<file path="src/rtl/xdt_pkg.sv">
// shared types and constants for the xdt field deframer
package xdt_pkg;

  localparam int LENGTH_DIGITS_DEF = 3;
  localparam int CODE_DIGITS_DEF   = 4;
  localparam int QUEUE_DEPTH_DEF   = 4;

  localparam logic [13:0] FIELD_CODE_RESET = 14'd8000;
  localparam logic [9:0]  LEN_MAX          = 10'd999;
  localparam logic [9:0]  FIXED_LEN        = 10'd9;
  localparam logic [13:0] TYPE_MAX         = 14'd9999;
  localparam logic [2:0]  TERM_BYTES       = 3'd2;

  typedef enum logic [1:0] {
    PH_LEN  = 2'd0,
    PH_CODE = 2'd1,
    PH_BODY = 2'd2,
    PH_TERM = 2'd3
  } phase_t;

  typedef enum logic [1:0] {
    KIND_CONTENT   = 2'd0,
    KIND_FIELD_END = 2'd1,
    KIND_ERROR     = 2'd2
  } result_kind_t;

  typedef struct packed {
    logic [7:0] data_byte;
    logic       end_of_input;
  } src_item_t;

  typedef struct packed {
    result_kind_t result_kind;
    logic [13:0]  field_code;
    logic [7:0]   content_byte;
    logic [9:0]   content_index;
    logic [13:0]  record_type;
    logic         last_of_run;
  } res_item_t;

  typedef struct packed {
    result_kind_t kind;
    logic [13:0]  code;
    logic [7:0]   data;
    logic [9:0]   index;
    logic [13:0]  rtype;
    logic         err_after;
  } q_entry_t;

endpackage

</file>
<file path="src/rtl/xdt_queue.sv">
// request queue between the byte parser and the result emitter
module xdt_queue #(
  parameter int DEPTH = xdt_pkg::QUEUE_DEPTH_DEF
) (
  input  logic              clk,
  input  logic              rst,
  input  logic              push,
  input  xdt_pkg::q_entry_t push_data,
  output logic              full,
  input  logic              pop,
  output xdt_pkg::q_entry_t pop_data,
  output logic              empty
);
  import xdt_pkg::*;

  localparam int PW = $clog2(DEPTH);
  localparam int CW = $clog2(DEPTH + 1);

  q_entry_t        mem [DEPTH];
  logic [PW-1:0]   wr_ptr;
  logic [PW-1:0]   rd_ptr;
  logic [CW-1:0]   count;
  logic            push_ok;
  logic            pop_ok;

  assign full     = count == CW'(DEPTH);
  assign empty    = count == '0;
  assign push_ok  = push && !full;
  assign pop_ok   = pop && !empty;
  assign pop_data = mem[rd_ptr];

  always_ff @(posedge clk) begin
    if (push_ok) begin
      mem[wr_ptr] <= push_data;
    end
  end

  always_ff @(posedge clk) begin
    if (rst) begin
      wr_ptr <= '0;
      rd_ptr <= '0;
      count  <= '0;
    end else begin
      if (push_ok) begin
        wr_ptr <= (wr_ptr == PW'(DEPTH - 1)) ? '0 : wr_ptr + 1'b1;
      end
      if (pop_ok) begin
        rd_ptr <= (rd_ptr == PW'(DEPTH - 1)) ? '0 : rd_ptr + 1'b1;
      end
      case ({push_ok, pop_ok})
        2'b10:   count <= count + 1'b1;
        2'b01:   count <= count - 1'b1;
        default: count <= count;
      endcase
    end
  end

endmodule

</file>
<file path="src/rtl/xdt_front.sv">
// byte parser: field framing state, record type tracking and request generation
module xdt_front #(
  parameter int LENGTH_DIGITS = xdt_pkg::LENGTH_DIGITS_DEF,
  parameter int CODE_DIGITS   = xdt_pkg::CODE_DIGITS_DEF
) (
  input  logic               clk,
  input  logic               rst,
  input  logic               cfg_valid,
  output logic               cfg_ready,
  input  logic [13:0]        cfg_data,
  input  logic               src_valid,
  output logic               src_stall,
  input  xdt_pkg::src_item_t src_item,
  input  logic               q_full,
  output logic               q_push,
  output xdt_pkg::q_entry_t  q_entry
);
  import xdt_pkg::*;

  logic [13:0]  record_field_code;

  phase_t       phase, phase_mid, phase_next;
  logic [2:0]   digit_count, count_mid, count_next;
  logic [9:0]   field_length, len_mid, len_next;
  logic [13:0]  current_code, code_mid, code_next;
  logic [9:0]   bytes_left, left_mid, left_next;
  logic [13:0]  type_accumulator, tacc_mid, tacc_next;
  logic [13:0]  record_kind, kind_mid;

  logic         accept;
  logic         is_digit;
  logic [3:0]   digit_val;
  logic [2:0]   count_inc;
  logic [13:0]  len_prod;
  logic [9:0]   len_sat;
  logic [13:0]  code_prod;
  logic [16:0]  type_prod;
  logic [13:0]  type_sat;
  logic [9:0]   body_len;
  logic         typed;
  logic         eoi_err;

  logic         first_valid;
  result_kind_t first_kind;
  logic [13:0]  first_code;
  logic [7:0]   first_data;
  logic [9:0]   first_index;

  assign cfg_ready = 1'b1;
  assign src_stall = q_full;
  assign accept    = src_valid && !q_full;

  assign is_digit  = src_item.data_byte inside {[8'h30:8'h39]};
  assign digit_val = is_digit ? src_item.data_byte[3:0] : 4'd0;
  assign count_inc = digit_count + 3'd1;
  assign len_prod  = {4'd0, field_length} * 14'd10 + {10'd0, digit_val};
  assign len_sat   = (len_prod > 14'd999) ? LEN_MAX : len_prod[9:0];
  assign code_prod = current_code * 14'd10 + {10'd0, digit_val};
  assign type_prod = {3'd0, type_accumulator} * 17'd10 + {13'd0, digit_val};
  assign type_sat  = (type_prod > 17'd9999) ? TYPE_MAX : type_prod[13:0];
  assign body_len  = field_length - FIXED_LEN;
  assign typed     = current_code == record_field_code;

  // next phase
  always_comb begin
    phase_mid = phase;
    case (phase)
      PH_CODE: begin
        if (!is_digit) begin
          phase_mid = PH_LEN;
        end else if (count_inc >= 3'(CODE_DIGITS)) begin
          phase_mid = (body_len != '0) ? PH_BODY : PH_TERM;
        end
      end
      PH_BODY: begin
        if (bytes_left == 10'd1) begin
          phase_mid = PH_TERM;
        end
      end
      PH_TERM: begin
        if (count_inc >= TERM_BYTES) begin
          phase_mid = PH_LEN;
        end
      end
      default: begin
        if (is_digit && count_inc >= 3'(LENGTH_DIGITS) && len_sat >= FIXED_LEN) begin
          phase_mid = PH_CODE;
        end else begin
          phase_mid = PH_LEN;
        end
      end
    endcase
  end

  assign eoi_err    = src_item.end_of_input && (phase_mid != PH_LEN || count_mid != 3'd0);
  assign phase_next = eoi_err ? PH_LEN : phase_mid;

  // field datapath and first request
  always_comb begin
    count_mid   = digit_count;
    len_mid     = field_length;
    code_mid    = current_code;
    left_mid    = bytes_left;
    tacc_mid    = type_accumulator;
    kind_mid    = record_kind;
    first_valid = 1'b0;
    first_kind  = KIND_ERROR;
    first_code  = current_code;
    first_data  = '0;
    first_index = '0;
    case (phase)
      PH_CODE: begin
        if (!is_digit) begin
          first_valid = 1'b1;
          count_mid   = '0;
          len_mid     = '0;
          code_mid    = '0;
          left_mid    = '0;
          tacc_mid    = '0;
        end else begin
          code_mid  = code_prod;
          count_mid = count_inc;
          if (count_inc >= 3'(CODE_DIGITS)) begin
            count_mid = '0;
            left_mid  = body_len;
            tacc_mid  = '0;
          end
        end
      end
      PH_BODY: begin
        first_valid = 1'b1;
        first_kind  = KIND_CONTENT;
        first_data  = src_item.data_byte;
        first_index = body_len - bytes_left;
        if (typed && is_digit) begin
          tacc_mid = type_sat;
        end
        left_mid = bytes_left - 10'd1;
        if (bytes_left == 10'd1) begin
          count_mid = '0;
        end
      end
      PH_TERM: begin
        count_mid = count_inc;
        if (count_inc >= TERM_BYTES) begin
          if (typed) begin
            kind_mid = type_accumulator;
          end
          first_valid = 1'b1;
          first_kind  = KIND_FIELD_END;
          first_index = body_len;
          count_mid   = '0;
          len_mid     = '0;
          code_mid    = '0;
          left_mid    = '0;
          tacc_mid    = '0;
        end
      end
      default: begin
        first_code = '0;
        if (!is_digit) begin
          first_valid = 1'b1;
          count_mid   = '0;
          len_mid     = '0;
          code_mid    = '0;
          left_mid    = '0;
          tacc_mid    = '0;
        end else begin
          len_mid   = len_sat;
          count_mid = count_inc;
          if (count_inc >= 3'(LENGTH_DIGITS)) begin
            count_mid = '0;
            code_mid  = '0;
            if (len_sat < FIXED_LEN) begin
              first_valid = 1'b1;
              len_mid     = '0;
              left_mid    = '0;
              tacc_mid    = '0;
            end
          end
        end
      end
    endcase
  end

  assign count_next = eoi_err ? '0 : count_mid;
  assign len_next   = eoi_err ? '0 : len_mid;
  assign code_next  = eoi_err ? '0 : code_mid;
  assign left_next  = eoi_err ? '0 : left_mid;
  assign tacc_next  = eoi_err ? '0 : tacc_mid;

  assign q_push = accept && (first_valid || eoi_err);

  always_comb begin
    if (first_valid) begin
      q_entry = '{kind: first_kind, code: first_code, data: first_data,
                  index: first_index, rtype: kind_mid, err_after: eoi_err};
    end else begin
      q_entry = '{kind: KIND_ERROR, code: code_mid, data: '0,
                  index: '0, rtype: kind_mid, err_after: 1'b0};
    end
  end

  always_ff @(posedge clk) begin
    if (rst) begin
      record_field_code <= FIELD_CODE_RESET;
      phase             <= PH_LEN;
      digit_count       <= '0;
      field_length      <= '0;
      current_code      <= '0;
      bytes_left        <= '0;
      type_accumulator  <= '0;
      record_kind       <= '0;
    end else begin
      if (cfg_valid && cfg_ready) begin
        record_field_code <= cfg_data;
      end
      if (accept) begin
        phase            <= phase_next;
        digit_count      <= count_next;
        field_length     <= len_next;
        current_code     <= code_next;
        bytes_left       <= left_next;
        type_accumulator <= tacc_next;
        record_kind      <= kind_mid;
      end
    end
  end

endmodule

</file>
<file path="src/rtl/xdt_back.sv">
// result emitter: drains requests into the output register, splitting double requests
module xdt_back (
  input  logic              clk,
  input  logic              rst,
  input  logic              q_empty,
  input  xdt_pkg::q_entry_t q_entry,
  output logic              q_pop,
  output logic              res_valid,
  input  logic              res_stall,
  output xdt_pkg::res_item_t res_item
);
  import xdt_pkg::*;

  logic load;
  logic pend_err;

  assign load  = !res_valid || !res_stall;
  assign q_pop = load && !pend_err && !q_empty;

  always_ff @(posedge clk) begin
    if (rst) begin
      res_valid <= 1'b0;
      pend_err  <= 1'b0;
    end else if (load) begin
      if (pend_err) begin
        res_valid <= 1'b1;
        pend_err  <= 1'b0;
      end else if (!q_empty) begin
        res_valid <= 1'b1;
        pend_err  <= q_entry.err_after;
      end else begin
        res_valid <= 1'b0;
      end
    end
  end

  // trailing error keeps the code and record type of the result before it
  always_ff @(posedge clk) begin
    if (load) begin
      if (pend_err) begin
        res_item.result_kind   <= KIND_ERROR;
        res_item.content_byte  <= '0;
        res_item.content_index <= '0;
        res_item.last_of_run   <= 1'b1;
      end else if (!q_empty) begin
        res_item.result_kind   <= q_entry.kind;
        res_item.field_code    <= q_entry.code;
        res_item.content_byte  <= q_entry.data;
        res_item.content_index <= q_entry.index;
        res_item.record_type   <= q_entry.rtype;
        res_item.last_of_run   <= !q_entry.err_after;
      end
    end
  end

endmodule

</file>
<file path="src/rtl/xdt_field_deframer_top.sv">
// top level of the xdt field deframer
//
// src channel: one stream byte per request (data_byte, end_of_input), taken
// when src_valid is high and src_stall is low. Up to one byte per cycle.
// res channel: result items (content byte, field end, error) with
// last_of_run set on the final result of a byte; taken when res_valid is
// high and res_stall is low. A byte gives zero, one or two results.
// cfg channel: cfg_data written to the record field code on cfg_valid and
// cfg_ready; cfg_ready is always high. Write only while the block is idle.
// Path: the parser writes each request into the request queue, and the
// emitter then loads it into the output register that drives res_item.
// Throughput: one byte per cycle while src_stall is low; a byte with two
// results gives them from the output register one after the other.
// Reset: parser returns to awaiting length digits, record type 0, record
// field code 8000, request queue empty.
// Receiver stall: the output register holds; the parser keeps taking bytes
// until the request queue of QUEUE_DEPTH entries fills, then raises src_stall.
module xdt_field_deframer_top #(
  parameter int LENGTH_DIGITS = xdt_pkg::LENGTH_DIGITS_DEF,
  parameter int CODE_DIGITS   = xdt_pkg::CODE_DIGITS_DEF,
  parameter int QUEUE_DEPTH   = xdt_pkg::QUEUE_DEPTH_DEF
) (
  input  logic                clk,
  input  logic                rst,
  input  logic                cfg_valid,
  output logic                cfg_ready,
  input  logic [13:0]         cfg_data,
  input  logic                src_valid,
  output logic                src_stall,
  input  xdt_pkg::src_item_t  src_item,
  output logic                res_valid,
  input  logic                res_stall,
  output xdt_pkg::res_item_t  res_item
);
  import xdt_pkg::*;

  logic     q_push;
  logic     q_full;
  logic     q_pop;
  logic     q_empty;
  q_entry_t q_in;
  q_entry_t q_out;

  xdt_front #(
    .LENGTH_DIGITS(LENGTH_DIGITS),
    .CODE_DIGITS  (CODE_DIGITS)
  ) u_front (
    .clk      (clk),
    .rst      (rst),
    .cfg_valid(cfg_valid),
    .cfg_ready(cfg_ready),
    .cfg_data (cfg_data),
    .src_valid(src_valid),
    .src_stall(src_stall),
    .src_item (src_item),
    .q_full   (q_full),
    .q_push   (q_push),
    .q_entry  (q_in)
  );

  xdt_queue #(
    .DEPTH(QUEUE_DEPTH)
  ) u_queue (
    .clk      (clk),
    .rst      (rst),
    .push     (q_push),
    .push_data(q_in),
    .full     (q_full),
    .pop      (q_pop),
    .pop_data (q_out),
    .empty    (q_empty)
  );

  xdt_back u_back (
    .clk      (clk),
    .rst      (rst),
    .q_empty  (q_empty),
    .q_entry  (q_out),
    .q_pop    (q_pop),
    .res_valid(res_valid),
    .res_stall(res_stall),
    .res_item (res_item)
  );

endmodule

</file>
<file path="config.mk">
export PLATFORM = sky130hd
export DESIGN_NAME = xdt_field_deframer_top
export DESIGN_NICKNAME = d
export VERILOG_FILES = /design/src/rtl/xdt_pkg.sv /design/src/rtl/xdt_queue.sv /design/src/rtl/xdt_front.sv /design/src/rtl/xdt_back.sv /design/src/rtl/xdt_field_deframer_top.sv
export SDC_FILE = /design/constraint.sdc
export NUM_CORES = 1
export LEC_CHECK = 0
export ABC_AREA = 1
export BUFFER_PORTS_ARGS = -buffer_cell sky130_fd_sc_hd__buf_2
export CAP_MARGIN = 30
export CORE_AREA = 2 2 209 150
export DETAILED_ROUTE_END_ITERATION = 8
export DIE_AREA = 0 0 211 152
export PLACE_DENSITY = 0.83
export SYNTH_ARGS = -nofsm -noshare
export SYNTH_HDL_FRONTEND = slang
export SYNTH_SLANG_ARGS = --single-unit
</file>
<file path="constraint.sdc">
create_clock -name clk -period 11 [get_ports clk]
set_input_delay 0.55 -clock clk [delete_from_list [all_inputs] [get_ports clk]]
set_output_delay 0.55 -clock clk [all_outputs]
set_load 0.01 [all_outputs]
</file>
==> results.py <==
metrics = {
    "routing": {
        "dr.pass1.iters": 7,
        "drtIter0Drc": 1736,
        "wirelength_um": 45500,
        "viasPerCell": 5.83,
        "ant_nets": 0,
        "wl_per_cell_um": 18.0,
        "drc": 0,
        "vias": 14700,
    },
    "clock_network": {
        "clk-insertion-delay-late_ns": 0.60,
        "cts_tree": "built",
        "clk_pin_slew_worst_paths_ns": 0.06,
        "cts_sinks": 337,
        "cts_root_buffer": "clkbuf_16",
        "cts_hold_buf": 0,
        "cts_resized": 0,
        "post_cts_buffers": 0,
        "htree_levels": 1,
        "cts_buffers": 31,
        "cts_buffer_depth": 3,
    },
    "die": {
        "die_width_um": 211,
        "coreArea_sq_mm": 0.0303,
        "io_pins": 80,
        "start_util_pct": 58.7,
        "die_h_um": 152,
        "floorplan.rows": 54,
        "dieArea_sq_mm": 0.0321,
    },
    "pwr": {
        "peakVddDrop_uv": 141,
        "clkPwrFrac_pct": 25.4,
        "p_seq_share_pct": 43.4,
        "total_power_mw": 3.97,
        "internal_power_mw": 2.55,
        "netSwitchingPower_mw": 1.42,
        "p_per_area_mw_per_mm2": 204,
        "pwr-share-comb_pct": 31.2,
        "switching_share_pct": 35.9,
        "p_leak_nw": 8.23,
    },
    "sta": {
        "maxSlewViolCount": 0,
        "hold_slack_ns": 0.196,
        "fin_setup_tns_ns": 0,
        "setup_viol": 0,
        "finalHoldViolCount": 0,
        "period_share_pct": 48.3,
        "grt_setup_unrepaired": "false",
        "fin_ws_ns": 5.68,
        "fin_crit_ns": 5.32,
        "fin_skew_ns": 0.0199,
        "worst_pin_slew_ns": 1.06,
        "max-slew-margin-rel_pct": 29.4,
        "max_freq_mhz": 188,
    },
    "synth": {
        "synthTopCellsByCount": "375 x nor2_1, 336 x nand2_1, 245 x edfxtp_1, 223 x inv_1, 175 x o21ai_0",
        "synth_area_per_cell_sq_um": 8.70,
        "ys_warn_count": 0,
        "syn_nets": 2172,
        "synth-main-ff-cell": "edfxtp_1",
        "ys_seq_area_share_pct": 51.6,
        "ys_ff_latch": 337,
        "async_flop_share_pct": 0,
        "netlist.area_leader.share_pct": 41.3,
        "netlist_top_cells_area": "edfxtp_1 41%, dfxtp_1 10%, nor2_1 7.9%",
        "synth-edff-count": 245,
        "yosysMostFrequentCell": "nor2_1",
        "synth_area_sq_mm": 0.0178,
        "synth_cell_types": 54,
        "synthCells": 2048,
        "yosysTopAreaCell": "edfxtp_1",
    },
    "setup_path": {
        "arrival_ns": 5.54,
        "timing.rr.start": "u_front.field_length[3]$_SDFFE_PP0P_",
        "startpoint": "u_front.field_length[3]$_SDFFE_PP0P_",
        "start_kind": "register",
        "path_max_fanout": 40,
        "worstPathRequired_ns": 11.22,
        "end_kind": "register",
        "crit_type": "reg2reg",
    },
    "placed_design": {
        "io_buffers": 78,
        "gp_congestion": 0.994,
        "dpl_cell_area_sq_mm": 0.0186,
        "dp_hpwl_um": 31000,
        "dp.cells": 2463,
        "pre_cts_ws_ns": 5.67,
    },
    "global_routing": {
        "gr-total-overflow": 0,
        "grt_max_degree": 99,
        "grt_pass1_wl_um": 72200,
        "grt.total_usage_pct": 28.1,
        "grt_pass1_vias": 13700,
        "antenna_found_initial": 2,
    },
    "layout": {
        "drive_gt1_share_pct": 8.54,
        "design_area_sq_mm": 0.0195,
        "finalNetCount": 2229,
        "syn2layout_area_growth_pct": 9.46,
        "fillerInstances": 2431,
        "final_util_pct": 64.3,
        "final_cells": 2524,
    },
    "hold_path": {
        "hp-class": "in2reg",
        "min-delay-start": "cfg_data[0]",
    },
    "job": {
        "cap_violations": 0,
    },
    "outcome": {
        "status": "finished, final reports clean",
    },
}
flip-flops by register name, summed over array words and instances (netlist names), named ones only:
| name | flops |
|---|---|
| u_queue.count | 3 |
| u_front.record_kind | 14 |
| u_queue.rd_ptr | 2 |
| u_front.phase | 2 |
| u_front.bytes_left | 10 |
| u_back.pend_err | 1 |
| u_front.record_field_code | 14 |
| u_back.res_valid | 1 |
| u_back.res_item | 49 |
| u_queue.wr_ptr | 2 |
| u_front.field_length | 10 |
| u_front.type_accumulator | 14 |
| u_front.current_code | 14 |
| u_queue.mem | 196 |
| u_front.digit_count | 3 |
worst paths after layout:
| check | cells after the start | to | slack (ns) |
|---|---|---|---|
| worst max-delay path | 21 | u_queue.mem[1][21]$_DFFE_PP_ | 5.68 |
| worst min-delay path | 3 | u_front.record_field_code[0]$_SDFFE_PP0P_ | 0.20 |
| worst max register to register | 21 | u_queue.mem[1][21]$_DFFE_PP_ | 5.68 |
| worst min register to register | 2 | u_front.record_field_code[8]$_SDFFE_PP1P_ | 0.49 |
area by class of cell:
type	instances	area [sq um]	share of cell area, %
Sequential cell	337	9200	47.2
Inverter	229	860	4.41
Clock inverter	13	90.1	0.462
Timing Repair Buffer	93	515	2.64
Tap cell	392	490	2.52
Antenna cell	2	5.00	0.0257
Multi-Input combinational cell	1413	7510	38.5
Clock buffer	45	828	4.25
cells by family (layout without fill, tap and decap cells):
| family | Yosys count | in the layout | synth area share, % |
|---|---|---|---|
| AND/OR/NAND/NOR | 884 | 884 | 20.7 |
| AO/OA/AOI/OAI | 381 | 381 | 11.7 |
| flip-flops | 337 | 337 | 51.6 |
| buffers and inverters | 298 | 380 | 6.45 |
| adder cells (fa/ha/maj) | 96 | 96 | 6.95 |
| XOR/XNOR | 51 | 51 | 2.51 |
| other | 1 | 3 | 0.0210 |
power by group through the flow:
stage          Sequential, mW  Clock [mW]  Combinational, mW
2_1_floorplan            1.79           0              0.774
3_3_place_gp             1.74           0               1.17
3_5_place_dp             1.75           0               1.21
4_1_cts                  1.72        1.01               1.23
5_1_grt                  1.74        1.06               1.38
6_report                 1.72        1.01               1.24
worst max-delay path, cell delays in order, from the launching register on:
cell and delay, ns:
dfxtp_1 0.37, ha_1 0.31, ha_1 0.20, inv_1 0.06, fa_1 0.40, xnor2_1 0.39, nand2_1 0.16, nor3_1 0.19
nand3_1 0.13, nand3_1 0.13, nand4_2 0.14, nor2_4 0.25, nand3_2 0.08, nand2_1 0.11, nand2_1 0.06, nand2_1 0.09
nand2_1 0.08, a21oi_1 0.51, o21ai_1 0.19, buf_4 0.23, nor2_4 0.26, buf_4 0.59
cells in the final DEF (no fill, tap or decap), drive strengths merged, types with 3 or more instances in the layout:
master  Yosys  final
nor2      381    381
nand2     347    347
edfxtp    245    245
inv       227    230
o21ai     179    179
a21oi     117    117
dfxtp      92     92
buf        10     92
ha         91     91
nand3      75     75
clkbuf     59     45
o22ai      44     44
xor2       34     34
nand4      33     33
nor3       20     20
xnor2      17     17
or2        13     13
clkinv      2     12
o21bai     10     10
a31oi       6      6
nand3b      5      5
fa          5      5
nor4        4      4
a32oi       4      4
o32ai       4      4
and2        3      3
o211ai      3      3
a21o        3      3
layer usage:
| layer | track usage [%] | part of all wire [%] |
|---|---|---|
| met5 | 0 | 0 |
| met2 | 43.2 | 44 |
| met4 | 6.87 | 2.4 |
| met1 | 40.4 | 43 |
| met3 | 6.63 | 10 |
Power figures use the tool's default switching activity.
